**src/hlc_pkg.sv**
```systemverilog
// Shared types, constants and keyword tables for the HTTP header line classifier.
// Used by hlc_front, hlc_queue, hlc_back and the top level; depends on nothing.
`default_nettype none

package hlc_pkg;

  // Offset counters wrap at this width; reported offsets are their low 16 bits.
  localparam int OffsetBits = 16;
  localparam int FieldW     = 16;

  typedef logic [OffsetBits-1:0] offset_t;
  typedef logic [FieldW-1:0]     field_t;

  // Method keyword table.
  localparam int NumKw    = 13;
  localparam int KwMaxLen = 12;
  localparam int KwIdxW   = $clog2(NumKw);
  localparam int KwPosW   = $clog2(KwMaxLen);

  typedef logic [8*KwMaxLen-1:0] kw_text_t;

  // Each keyword sits right-justified in its slot; the first character is the
  // most significant byte of the used part.
  localparam kw_text_t KwText [NumKw] = '{
    kw_text_t'("GET "),     kw_text_t'("PUT "),      kw_text_t'("HEAD "),
    kw_text_t'("POST "),    kw_text_t'("HTTP/"),     kw_text_t'("TRACE "),
    kw_text_t'("DELETE "),  kw_text_t'("NOTIFY "),   kw_text_t'("SEARCH "),
    kw_text_t'("OPTIONS "), kw_text_t'("CONNECT "),  kw_text_t'("SUBSCRIBE "),
    kw_text_t'("UNSUBSCRIBE ")
  };

  localparam logic [KwPosW:0] KwLen [NumKw] = '{
    5'd4, 5'd4, 5'd5, 5'd5, 5'd5, 5'd6, 5'd7, 5'd7, 5'd7, 5'd8, 5'd8, 5'd10, 5'd12
  };

  // Line class codes.
  localparam logic [2:0] ClsRequest  = 3'd0;
  localparam logic [2:0] ClsResponse = 3'd1;
  localparam logic [2:0] ClsNotify   = 3'd2;
  localparam logic [2:0] ClsBlank    = 3'd3;
  localparam logic [2:0] ClsMime     = 3'd4;
  localparam logic [2:0] ClsNotHttp  = 3'd5;

  localparam logic [2:0] KwClass [NumKw] = '{
    ClsRequest, ClsRequest, ClsRequest, ClsRequest, ClsResponse, ClsRequest,
    ClsRequest, ClsNotify, ClsNotify, ClsRequest, ClsRequest, ClsNotify, ClsNotify
  };

  // Message type codes.
  localparam logic [1:0] MsgOther = 2'd0;

  // Result kind codes.
  localparam logic KindLine    = 1'b0;
  localparam logic KindSummary = 1'b1;

  // Prefix tracker states.
  localparam logic [1:0] PfxStart = 2'd0;
  localparam logic [1:0] PfxSawM  = 2'd1;
  localparam logic [1:0] PfxMDash = 2'd2;
  localparam logic [1:0] PfxNone  = 2'd3;

  // MIME header tracker states.
  localparam logic [1:0] MimeUndecided = 2'd0;
  localparam logic [1:0] MimeHeader    = 2'd1;
  localparam logic [1:0] MimeRejected  = 2'd2;

  // Character codes.
  localparam logic [7:0] ChCr    = 8'h0D;
  localparam logic [7:0] ChLf    = 8'h0A;
  localparam logic [7:0] ChM     = 8'h4D;
  localparam logic [7:0] ChDash  = 8'h2D;
  localparam logic [7:0] ChColon = 8'h3A;

  // Event queue between the parser and the result formatter.
  localparam int QueueDepth = 4;
  localparam int QueuePtrW  = $clog2(QueueDepth);
  localparam int QueueCntW  = $clog2(QueueDepth + 1);

  // One parser event: a finished line, a packet summary, or both.
  typedef struct packed {
    logic       has_line;
    logic [2:0] line_class;
    field_t     line_start;
    field_t     line_length;
    logic       has_sum;
    logic [1:0] message_type;
    field_t     body_offset;
  } event_t;

  // One result word as it leaves the block.
  typedef struct packed {
    logic       result_kind;
    logic [2:0] line_class;
    field_t     line_start;
    field_t     line_length;
    logic [1:0] message_type;
    field_t     body_offset;
    logic       last;
  } out_word_t;

  // Character at position idx of keyword k (idx below the keyword length).
  function automatic logic [7:0] kw_byte(input logic [KwIdxW-1:0] k,
                                         input logic [KwPosW-1:0] idx);
    logic [6:0] base;
    base = 7'((7'(KwLen[k]) - 7'(idx) - 7'd1) << 3);
    return KwText[k][base +: 8];
  endfunction

  // Tspecial characters that may not appear in a header name.
  function automatic logic is_tspecial(input logic [7:0] b);
    logic hit;
    case (b)
      8'h28, 8'h29, 8'h3C, 8'h3E, 8'h40, 8'h2C, 8'h3B, 8'h5C,
      8'h22, 8'h2F, 8'h5B, 8'h5D, 8'h3F, 8'h3D, 8'h7B, 8'h7D: hit = 1'b1;
      default: hit = 1'b0;
    endcase
    return hit;
  endfunction

endpackage

`default_nettype wire

```
**src/hlc_front.sv**
```systemverilog
// Byte parser: splits the byte stream into lines, tracks keyword and header
// state, and emits line and summary events. Depends on hlc_pkg.
`default_nettype none

module hlc_front (
  input  wire logic            clk_i,
  input  wire logic            rst_ni,
  input  wire logic            accept_i,
  input  wire logic [7:0]      data_byte_i,
  input  wire logic            packet_end_i,
  output hlc_pkg::event_t      event_o,
  output logic                 push_o
);

  hlc_pkg::offset_t byte_offset_q, byte_offset_d;
  hlc_pkg::offset_t line_begin_q, line_begin_d;
  hlc_pkg::offset_t line_pos_q, line_pos_d;
  logic [hlc_pkg::NumKw-1:0] kw_alive_q, kw_alive_d;
  logic [1:0] prefix_q, prefix_d;
  logic [1:0] mime_q, mime_d;
  logic       cr_pending_q, cr_pending_d;
  logic [1:0] sticky_q, sticky_d;
  logic       in_body_q, in_body_d;
  hlc_pkg::offset_t body_start_q, body_start_d;

  hlc_pkg::offset_t off_inc;
  logic             is_term;

  // Values after taking the current byte into the line.
  hlc_pkg::offset_t          pos_f, rel;
  logic [hlc_pkg::NumKw-1:0] alive_f;
  logic [1:0]                prefix_f, mime_f;
  logic                      do_cmp;

  // Line as seen by the classifier.
  hlc_pkg::offset_t          fin_pos, rel_len;
  logic [hlc_pkg::NumKw-1:0] fin_alive;
  logic [1:0]                fin_prefix, fin_mime;
  logic                      have_kw, can_kw;
  logic [2:0]                cls;
  logic                      do_finish;

  hlc_pkg::event_t ev;

  assign off_inc = byte_offset_q + hlc_pkg::offset_t'(1);
  assign is_term = (data_byte_i == hlc_pkg::ChCr) || (data_byte_i == hlc_pkg::ChLf);

  // Feed the byte into the prefix, keyword and header trackers.
  always_comb begin
    pos_f    = (line_pos_q != '1) ? line_pos_q + hlc_pkg::offset_t'(1) : line_pos_q;
    alive_f  = kw_alive_q;
    prefix_f = prefix_q;
    mime_f   = mime_q;
    do_cmp   = 1'b0;
    rel      = line_pos_q;

    unique case (prefix_q)
      hlc_pkg::PfxStart: begin
        if (data_byte_i == hlc_pkg::ChM) begin
          prefix_f = hlc_pkg::PfxSawM;
        end else begin
          prefix_f = hlc_pkg::PfxNone;
          do_cmp   = 1'b1;
          rel      = '0;
        end
      end
      hlc_pkg::PfxSawM: begin
        if (data_byte_i == hlc_pkg::ChDash) begin
          prefix_f = hlc_pkg::PfxMDash;
        end else begin
          prefix_f = hlc_pkg::PfxNone;
          alive_f  = '0;
        end
      end
      hlc_pkg::PfxMDash: begin
        do_cmp = 1'b1;
        rel    = line_pos_q - hlc_pkg::offset_t'(2);
      end
      default: begin
        do_cmp = 1'b1;
        rel    = line_pos_q;
      end
    endcase

    for (int k = 0; k < hlc_pkg::NumKw; k++) begin
      if (do_cmp && (rel < hlc_pkg::offset_t'(hlc_pkg::KwLen[k])) &&
          (hlc_pkg::kw_byte(hlc_pkg::KwIdxW'(k), rel[hlc_pkg::KwPosW-1:0]) != data_byte_i)) begin
        alive_f[k] = 1'b0;
      end
    end

    if (mime_q == hlc_pkg::MimeUndecided) begin
      if ((data_byte_i < 8'h20) || (data_byte_i > 8'h7E) ||
          hlc_pkg::is_tspecial(data_byte_i)) begin
        mime_f = hlc_pkg::MimeRejected;
      end else if (data_byte_i == hlc_pkg::ChColon) begin
        mime_f = hlc_pkg::MimeHeader;
      end
    end
  end

  // Classify the line: at a terminator the stored line, at packet end the fed one.
  always_comb begin
    fin_pos    = is_term ? line_pos_q : pos_f;
    fin_alive  = is_term ? kw_alive_q : alive_f;
    fin_prefix = is_term ? prefix_q : prefix_f;
    fin_mime   = is_term ? mime_q : mime_f;

    can_kw  = (fin_prefix == hlc_pkg::PfxMDash) || (fin_prefix == hlc_pkg::PfxNone);
    rel_len = (fin_prefix == hlc_pkg::PfxMDash) ? fin_pos - hlc_pkg::offset_t'(2) : fin_pos;
    have_kw = 1'b0;
    cls     = hlc_pkg::ClsNotHttp;

    // Walk from the back so the lowest matching keyword wins.
    for (int k = hlc_pkg::NumKw - 1; k >= 0; k--) begin
      if (can_kw && fin_alive[k] && (rel_len >= hlc_pkg::offset_t'(hlc_pkg::KwLen[k]))) begin
        have_kw = 1'b1;
        cls     = hlc_pkg::KwClass[k];
      end
    end
    if (!have_kw) begin
      if (fin_pos == '0) begin
        cls = hlc_pkg::ClsBlank;
      end else if (fin_mime == hlc_pkg::MimeHeader) begin
        cls = hlc_pkg::ClsMime;
      end else begin
        cls = hlc_pkg::ClsNotHttp;
      end
    end
  end

  // Next state and event for the byte on the input.
  always_comb begin
    byte_offset_d = off_inc;
    line_begin_d  = line_begin_q;
    line_pos_d    = line_pos_q;
    kw_alive_d    = kw_alive_q;
    prefix_d      = prefix_q;
    mime_d        = mime_q;
    cr_pending_d  = cr_pending_q;
    sticky_d      = sticky_q;
    in_body_d     = in_body_q;
    body_start_d  = body_start_q;
    do_finish     = 1'b0;

    if (!in_body_q) begin
      if (cr_pending_q && (data_byte_i == hlc_pkg::ChLf)) begin
        cr_pending_d = 1'b0;
        line_begin_d = off_inc;
      end else if (is_term) begin
        do_finish    = 1'b1;
        line_pos_d   = '0;
        kw_alive_d   = '1;
        prefix_d     = hlc_pkg::PfxStart;
        mime_d       = hlc_pkg::MimeUndecided;
        line_begin_d = off_inc;
        cr_pending_d = (data_byte_i == hlc_pkg::ChCr);
      end else begin
        cr_pending_d = 1'b0;
        line_pos_d   = pos_f;
        kw_alive_d   = alive_f;
        prefix_d     = prefix_f;
        mime_d       = mime_f;
        do_finish    = packet_end_i;
      end
    end

    if (do_finish) begin
      if (have_kw) begin
        if (sticky_q == hlc_pkg::MsgOther) begin
          sticky_d = 2'(cls + 3'd1);
        end
      end else if (cls == hlc_pkg::ClsNotHttp) begin
        in_body_d    = 1'b1;
        body_start_d = line_begin_q;
      end
    end

    ev              = '0;
    ev.has_line     = do_finish;
    ev.line_class   = cls;
    ev.line_start   = hlc_pkg::field_t'(line_begin_q);
    ev.line_length  = (fin_pos > hlc_pkg::offset_t'(16'hFFFF)) ? 16'hFFFF
                                                               : hlc_pkg::field_t'(fin_pos);
    ev.has_sum      = packet_end_i;
    ev.message_type = sticky_d;
    ev.body_offset  = hlc_pkg::field_t'(in_body_d ? body_start_d : off_inc);
  end

  assign event_o = ev;
  assign push_o  = accept_i && (ev.has_line || ev.has_sum);

  // Parser state; everything returns to reset after a packet's last byte.
  always_ff @(posedge clk_i or negedge rst_ni) begin
    if (!rst_ni) begin
      byte_offset_q <= '0;
      line_begin_q  <= '0;
      line_pos_q    <= '0;
      kw_alive_q    <= '1;
      prefix_q      <= hlc_pkg::PfxStart;
      mime_q        <= hlc_pkg::MimeUndecided;
      cr_pending_q  <= 1'b0;
      sticky_q      <= hlc_pkg::MsgOther;
      in_body_q     <= 1'b0;
      body_start_q  <= '0;
    end else if (accept_i) begin
      if (packet_end_i) begin
        byte_offset_q <= '0;
        line_begin_q  <= '0;
        line_pos_q    <= '0;
        kw_alive_q    <= '1;
        prefix_q      <= hlc_pkg::PfxStart;
        mime_q        <= hlc_pkg::MimeUndecided;
        cr_pending_q  <= 1'b0;
        sticky_q      <= hlc_pkg::MsgOther;
        in_body_q     <= 1'b0;
        body_start_q  <= '0;
      end else begin
        byte_offset_q <= byte_offset_d;
        line_begin_q  <= line_begin_d;
        line_pos_q    <= line_pos_d;
        kw_alive_q    <= kw_alive_d;
        prefix_q      <= prefix_d;
        mime_q        <= mime_d;
        cr_pending_q  <= cr_pending_d;
        sticky_q      <= sticky_d;
        in_body_q     <= in_body_d;
        body_start_q  <= body_start_d;
      end
    end
  end

endmodule

`default_nettype wire

```
**src/hlc_queue.sv**
```systemverilog
// Short event queue between the parser and the result formatter.
// Depends on hlc_pkg for the event type and depth.
`default_nettype none

module hlc_queue (
  input  wire logic            clk_i,
  input  wire logic            rst_ni,
  input  wire logic            push_i,
  input  wire hlc_pkg::event_t push_data_i,
  input  wire logic            pop_i,
  output hlc_pkg::event_t      head_o,
  output logic                 empty_o,
  output logic                 full_o
);

  hlc_pkg::event_t entries_q [hlc_pkg::QueueDepth];
  logic [hlc_pkg::QueuePtrW-1:0] wr_ptr_q, rd_ptr_q;
  logic [hlc_pkg::QueueCntW-1:0] count_q;
  logic do_push, do_pop;

  assign empty_o = (count_q == '0);
  assign full_o  = (count_q == hlc_pkg::QueueCntW'(hlc_pkg::QueueDepth));
  assign do_push = push_i && !full_o;
  assign do_pop  = pop_i && !empty_o;
  assign head_o  = entries_q[rd_ptr_q];

  // Entry storage.
  always_ff @(posedge clk_i) begin
    if (do_push) begin
      entries_q[wr_ptr_q] <= push_data_i;
    end
  end

  // Pointers and fill count.
  always_ff @(posedge clk_i or negedge rst_ni) begin
    if (!rst_ni) begin
      wr_ptr_q <= '0;
      rd_ptr_q <= '0;
      count_q  <= '0;
    end else begin
      if (do_push) begin
        wr_ptr_q <= wr_ptr_q + hlc_pkg::QueuePtrW'(1);
      end
      if (do_pop) begin
        rd_ptr_q <= rd_ptr_q + hlc_pkg::QueuePtrW'(1);
      end
      if (do_push && !do_pop) begin
        count_q <= count_q + hlc_pkg::QueueCntW'(1);
      end else if (do_pop && !do_push) begin
        count_q <= count_q - hlc_pkg::QueueCntW'(1);
      end
    end
  end

endmodule

`default_nettype wire

```
**src/hlc_back.sv**
```systemverilog
// Result formatter: turns queued events into one or two result words and
// holds them in the output register. Depends on hlc_pkg.
`default_nettype none

module hlc_back (
  input  wire logic            clk_i,
  input  wire logic            rst_ni,
  input  wire hlc_pkg::event_t head_i,
  input  wire logic            empty_i,
  output logic                 pop_o,
  input  wire logic            out_stall_i,
  output logic                 out_valid_o,
  output hlc_pkg::out_word_t   out_word_o
);

  hlc_pkg::out_word_t out_q, out_d, pend_q, pend_d;
  hlc_pkg::out_word_t line_w, sum_w;
  logic out_valid_q, out_valid_d, pend_valid_q, pend_valid_d;
  logic out_free;

  // Build both possible words from the head event.
  always_comb begin
    line_w              = '0;
    line_w.result_kind  = hlc_pkg::KindLine;
    line_w.line_class   = head_i.line_class;
    line_w.line_start   = head_i.line_start;
    line_w.line_length  = head_i.line_length;

    sum_w               = '0;
    sum_w.result_kind   = hlc_pkg::KindSummary;
    sum_w.message_type  = head_i.message_type;
    sum_w.body_offset   = head_i.body_offset;
    sum_w.last          = 1'b1;
  end

  assign out_free = !out_valid_q || !out_stall_i;
  assign pop_o    = out_free && !pend_valid_q && !empty_i;

  // Load the output register from the waiting summary first, then the queue.
  always_comb begin
    out_d        = out_q;
    out_valid_d  = out_valid_q;
    pend_d       = pend_q;
    pend_valid_d = pend_valid_q;
    if (out_free) begin
      if (pend_valid_q) begin
        out_d        = pend_q;
        out_valid_d  = 1'b1;
        pend_valid_d = 1'b0;
      end else if (!empty_i) begin
        out_valid_d = 1'b1;
        if (head_i.has_line) begin
          out_d        = line_w;
          pend_d       = sum_w;
          pend_valid_d = head_i.has_sum;
        end else begin
          out_d = sum_w;
        end
      end else begin
        out_valid_d = 1'b0;
      end
    end
  end

  // Payload registers.
  always_ff @(posedge clk_i) begin
    out_q  <= out_d;
    pend_q <= pend_d;
  end

  // Valid flags.
  always_ff @(posedge clk_i or negedge rst_ni) begin
    if (!rst_ni) begin
      out_valid_q  <= 1'b0;
      pend_valid_q <= 1'b0;
    end else begin
      out_valid_q  <= out_valid_d;
      pend_valid_q <= pend_valid_d;
    end
  end

  assign out_valid_o = out_valid_q;
  assign out_word_o  = out_q;

endmodule

`default_nettype wire

```
**src/http_header_line_classifier_top.sv**
```systemverilog
// Top level of the HTTP header line classifier: parser, event queue and
// result formatter. Depends on hlc_pkg, hlc_front, hlc_queue and hlc_back.
//
//   Channel   Handshake               Word
//   input     in_valid_i/in_stall_o   data_byte_i, packet_end_i
//   output    out_valid_o/out_stall_i result_kind_o .. last_o
//
// One byte is taken every cycle unless the input stalls; its results pass
// through the event queue into the output register, one result word a cycle
// unless the output stalls. A byte ending a line and the packet gives two words.
// A four-entry event queue sits between parser and formatter; the input
// stalls only while that queue is full. Reset clears all parser state.
`default_nettype none

module http_header_line_classifier_top (
  input  wire logic        clk_i,
  input  wire logic        rst_ni,
  input  wire logic        in_valid_i,
  output logic             in_stall_o,
  input  wire logic [7:0]  data_byte_i,
  input  wire logic        packet_end_i,
  output logic             out_valid_o,
  input  wire logic        out_stall_i,
  output logic             result_kind_o,
  output logic [2:0]       line_class_o,
  output logic [15:0]      line_start_o,
  output logic [15:0]      line_length_o,
  output logic [1:0]       message_type_o,
  output logic [15:0]      body_offset_o,
  output logic             last_o
);

  hlc_pkg::event_t    push_event, head_event;
  hlc_pkg::out_word_t out_word;
  logic push, pop, q_empty, q_full, accept;

  assign in_stall_o = q_full;
  assign accept     = in_valid_i && !q_full;

  hlc_front u_front (
    .clk_i        (clk_i),
    .rst_ni       (rst_ni),
    .accept_i     (accept),
    .data_byte_i  (data_byte_i),
    .packet_end_i (packet_end_i),
    .event_o      (push_event),
    .push_o       (push)
  );

  hlc_queue u_queue (
    .clk_i       (clk_i),
    .rst_ni      (rst_ni),
    .push_i      (push),
    .push_data_i (push_event),
    .pop_i       (pop),
    .head_o      (head_event),
    .empty_o     (q_empty),
    .full_o      (q_full)
  );

  hlc_back u_back (
    .clk_i       (clk_i),
    .rst_ni      (rst_ni),
    .head_i      (head_event),
    .empty_i     (q_empty),
    .pop_o       (pop),
    .out_stall_i (out_stall_i),
    .out_valid_o (out_valid_o),
    .out_word_o  (out_word)
  );

  assign result_kind_o  = out_word.result_kind;
  assign line_class_o   = out_word.line_class;
  assign line_start_o   = out_word.line_start;
  assign line_length_o  = out_word.line_length;
  assign message_type_o = out_word.message_type;
  assign body_offset_o  = out_word.body_offset;
  assign last_o         = out_word.last;

endmodule

`default_nettype wire
```
**config.mk**
```make
export PLATFORM = sky130hd
export DESIGN_NAME = http_header_line_classifier_top
export DESIGN_NICKNAME = d
export VERILOG_FILES = /design/src/hlc_pkg.sv /design/src/hlc_front.sv /design/src/hlc_queue.sv /design/src/hlc_back.sv /design/src/http_header_line_classifier_top.sv
export SDC_FILE = /design/constraint.sdc
export NUM_CORES = 1
export LEC_CHECK = 0
export BUFFER_PORTS_ARGS = -buffer_cell sky130_fd_sc_hd__buf_2
export CORE_ASPECT_RATIO = 1.2
export CORE_MARGIN = 5
export CORE_UTILIZATION = 25
export CTS_CLUSTER_SIZE = 8
export DETAILED_ROUTE_END_ITERATION = 10
export GPL_TIMING_DRIVEN = 0
export PLACE_DENSITY_LB_ADDON = 0.12
export SYNTH_ARGS = -nofsm -noshare
export SYNTH_HDL_FRONTEND = slang
export SYNTH_HIERARCHICAL = 1
export SYNTH_SLANG_ARGS = --single-unit
```
**constraint.sdc**
```tcl
create_clock -name clk_i -period 8.28 [get_ports clk_i]
set_input_delay 2.484 -clock clk_i [delete_from_list [all_inputs] [get_ports clk_i]]
set_output_delay 2.484 -clock clk_i [all_outputs]
set_load 0.01 [all_outputs]
```
==> metrics.md <==
| Metric | Value |
|---|---|
| Status | finished clean |
| Leading area contributor after synthesis | edfxtp_1 |
| I/O Buffers | between 60 and 70 |
| Largest net degree at the start of global routing | between 50 and 60 |
| Num ports | 70 |
| Largest family of logic cells by synthesized area | compound AO/OA/AOI/OAI gates |
| Via/cell ratio | ~5 |
| Pins Over Slew Limit | 0 |
| Design area | 0.0251 sq mm |
| Fin crit share | 0.981 |
| Register area share after synthesis | 0.538 |
| Hpwl dp | approximately 49000 microns |
| TritonCTS clock tree | done |
| Final net count | 1905 |
| Avg Synthesized Cell Area | between 10 and 15 sq um |
| Die X | roughly 270 microns |
| Post-synthesis cell count | ~1700 |
| Clock Tree Root | clkbuf_16 |
| Initial cell density of the core | 0.252 |
| Share of cells above drive strength 1 | 0.225 |
| Crit start category | input pin |
| Die Ht | 325 microns |
| RePlAce Congestion | 0.907 |
| Asr flop ratio synth | 0.244 |
| Via count | ~15000 |
| Cell Rows | between 100 and 150 |
| Pleak | between 8 and 9 nW |
| CP Capture Type | register |
| Drt first pass iters | 5 |
| Area Growth Syn to Fin | 21.2% |
| Post-synth top flop | edfxtp_1 |
| Post-place instance area | approximately 0.023 sq mm |
| Final Instance Count excl. Fillers | approximately 3000 |
| Antenna violations before repair | 1 |
| XOR/XNOR Fraction of Synth Area | 0.0287 |
| Top-count cell post-synth | edfxtp_1 |
| Vias in the first global route | 15400 |
| Synth unique cells | approximately 110 |
| WS Path Type | in2reg |
| Routed met3 length | 2970 microns |
| Max Cap Viol | 0 |
| Routed wl met2 | 34400 microns |
| Gr usage total | 0.152 |
| DP Cell Count | 2891 |
| Final setup viols | 0 |
| FMAX | between 0.1 and 0.15 GHz |
| Clock Pin Slew Worst Setup and Hold Paths | roughly 0.06 ns |
| Slew Limit Headroom | 0.232 |
| Synth top area cells | edfxtp_1 (42%), dfrtp_1 (9.8%), mux4_2 (6.0%) |
| Clock insertion delay at the later pin of the skew report | approximately 0.60 ns |
| Simple-Gate Fraction of Synth Area | 0.137 |
| Synth top area share | 0.423 |
| First-pass GRT wire length | 103000 microns |
| Grt total ovfl | 0 |
| Cell area power density | ~360 mW/mm^2 |
| Worst Hold Class | reg2reg |
| Multi-input gate area | ~0.0094 sq mm |
| Setup TNS | 0 ns |
| Clock skew | roughly 0.018 ns |
| Slew @ Worst Pin | 1.14 ns |
| Warnings from Yosys | 6 |
| Final ANT Viol Nets | 0 |
| TritonCTS buffer count | 54 |
| Top Layer Used | met5 |
| Core box area | just over 0.08 sq mm |
| Wirelength per Cell | 22.9 microns |
| Compound-Gate Fraction of Synth Area | 0.139 |
| Total routed wirelength | between 60000 and 70000 microns |
| Adder-cell share of the synthesized area | 0.0221 |
| Final count of hold timing violations | 0 |
| Post-synthesis mux area share | 0.0983 |
| Die ar. | 0.0888 sq mm |
| Synthesized flop and latch total | 386 |
| Maximum vdd drop | between 0.2 and 0.25 mV |
| Worst hold path depth | 2 |
| Count of flip-flops with a built-in enable after synthesis | 292 |
| Post-route DRC violation count | 0 |
| Top cells by count, synth | edfxtp_1 (292), nand2_1 (117), nor2_1 (95) |
| Syn nets | approximately 1800 |
| Worst reg-to-reg path cell count | 26 |
| WL met1 | between 20000 and 30000 microns |
| Worst EP required | 8.60 ns |
| Crit path arrival time | roughly 8.5 ns |
| H-tree levels | 2 |
| Period minus WS final | slightly above 8 ns |
| Sequential Area | ~0.011 sq mm |
| Fill count | ~8400 |
| Clock Path Buffers | 3 |
| CP max FO | 13 |
| Clock Sink Count | roughly 390 |
| Iter 0 DRT Violations | approximately 1000 |
| Area of the mapped netlist | between 0.02 and 0.025 sq mm |
-- layout make-up --
type / count / area share
Clock buffer: 98 / 0.0604
Inverter: 43 / 0.00682
Timing Repair Buffer: 102 / 0.0310
Sequential cell: 386 / 0.443
Clock inverter: 4 / 0.00169
Antenna cell: 1 / 0.0000996
Buffer: 122 / 0.0263
Multi-Input combinational cell: 1147 / 0.375
Tap cell: 1111 / 0.0553
-- layer usage --
metal / vias to the layer above / GRT usage
met5: - / 0
met4: 2 / 0.0494
met3: 120 / 0.0204
met2: 412 / 0.265
met1: 7564 / 0.194
li1: 6918 / -
-- where the power goes --
group          internal (mW)  switching [mW]
logic                   1.68            2.46
clock network           1.22           0.832
registers               2.72           0.178
-- worst paths after layout --
path                                        from                      end  slack (ns)
setup / recovery                  data_byte_i[1]  u_queue/entries_q[0][1]        0.16
max in group asynchronous                 rst_ni    u_front/kw_alive_q[9]        5.63
min in group asynchronous                 rst_ni    u_front/line_pos_q[4]        1.88
hold reg to reg            u_front/kw_alive_q[1]    u_front/kw_alive_q[1]        0.46
hold / removal             u_front/kw_alive_q[1]    u_front/kw_alive_q[1]        0.46
setup reg to reg           u_front/line_pos_q[2]  u_queue/entries_q[0][1]        0.93
-- sequential cells by signal (all words and copies together) (netlist names), 3 cells and up --
register	cells
u_back/pend_q	18
u_front/byte_offset_q	16
u_queue/count_q	3
u_front/kw_alive_q	13
u_back/out_word_o	54
u_front/body_start_q	16
u_front/line_pos_q	16
u_front/line_begin_q	16
u_queue/entries_q	220
-- what timing repair did --
action	4_1_cts	5_1_grt
setup endpoints to repair	102	77
hold buffers	0	0
resized for setup	88	55
pin swaps	9	20
setup buffers	12	15
-- worst max-delay path, stage by stage --
cell and delay, ns:
buf_2 0.20, or4bb_4 0.61, nor4_4 0.24, or2_2 0.17
buf_12 0.16, clkinvlp_4 0.16, buf_12 0.17, ha_4 0.28
mux2i_4 0.26, xor2_1 0.09, a31oi_1 0.23, a2111oi_0 0.09
a21oi_1 0.33, o41ai_4 0.11, buf_4 0.20, a221oi_1 0.25
o211ai_1 0.18, a32oi_2 0.30, nand3_2 0.11, or2_4 0.30
o31a_1 0.32, ha_1 0.21, o211ai_1 0.12, nor3_2 0.08
nor2_4 0.21, buf_4 0.18, mux2_4 0.36
-- cells by family (layout without fill, tap and decap cells) --
| logic type | after synthesis | after routing |
|---|---|---|
| and+or+nand+nor | 515 | 515 |
| AOI/OAI and AO/OA | 395 | 395 |
| DFF | 386 | 386 |
| buffers and inverters | 172 | 369 |
| muxes | 133 | 133 |
| xor gates and xnor gates | 68 | 68 |
| adders and majority gates | 36 | 36 |
| other | 0 | 1 |
-- cell usage in the layout (no fill, tap or decap), types with 12 or more instances in the layout --
| cell type | instances |
|---|---|
| nor2_1 | 90 |
| mux4_2 | 55 |
| nand4_1 | 14 |
| a211oi_1 | 15 |
| o2bb2ai_1 | 28 |
| xnor2_1 | 40 |
| and2_1 | 60 |
| nor2b_1 | 12 |
| nor4_1 | 12 |
| edfxtp_1 | 292 |
| mux2i_1 | 38 |
| a31oi_1 | 32 |
| ha_1 | 25 |
| and4_1 | 13 |
| o31ai_1 | 33 |
| nand3_1 | 37 |
| or3_1 | 12 |
| buf_2 | 97 |
| dfstp_2 | 13 |
| and3_1 | 23 |
| clkbuf_16 | 54 |
| nor3_1 | 25 |
| a21oi_1 | 55 |
| inv_1 | 35 |
| o21ai_0 | 59 |
| buf_4 | 33 |
| nand2b_1 | 13 |
| clkbuf_1 | 99 |
| mux2i_4 | 16 |
| a22o_1 | 23 |
| dfrtp_1 | 81 |
| nand2_1 | 115 |
| xor2_1 | 27 |
-- through the flow --
step | setup slack, ns | hold WS (ns) | total power, mW | util
floorplan | 0.137 | 0.439 | 5.36 | -
global placement | -2.49 | 0.453 | 6.63 | 0.273
detailed placement | -2.46 | 0.450 | 6.68 | 0.276
CTS | 0.0512 | 0.460 | 8.99 | 0.300
global route | -0.0558 | 0.491 | 9.62 | 0.306
finish | 0.157 | 0.462 | 9.09 | 0.306
(Power assumes the default switching activity.)
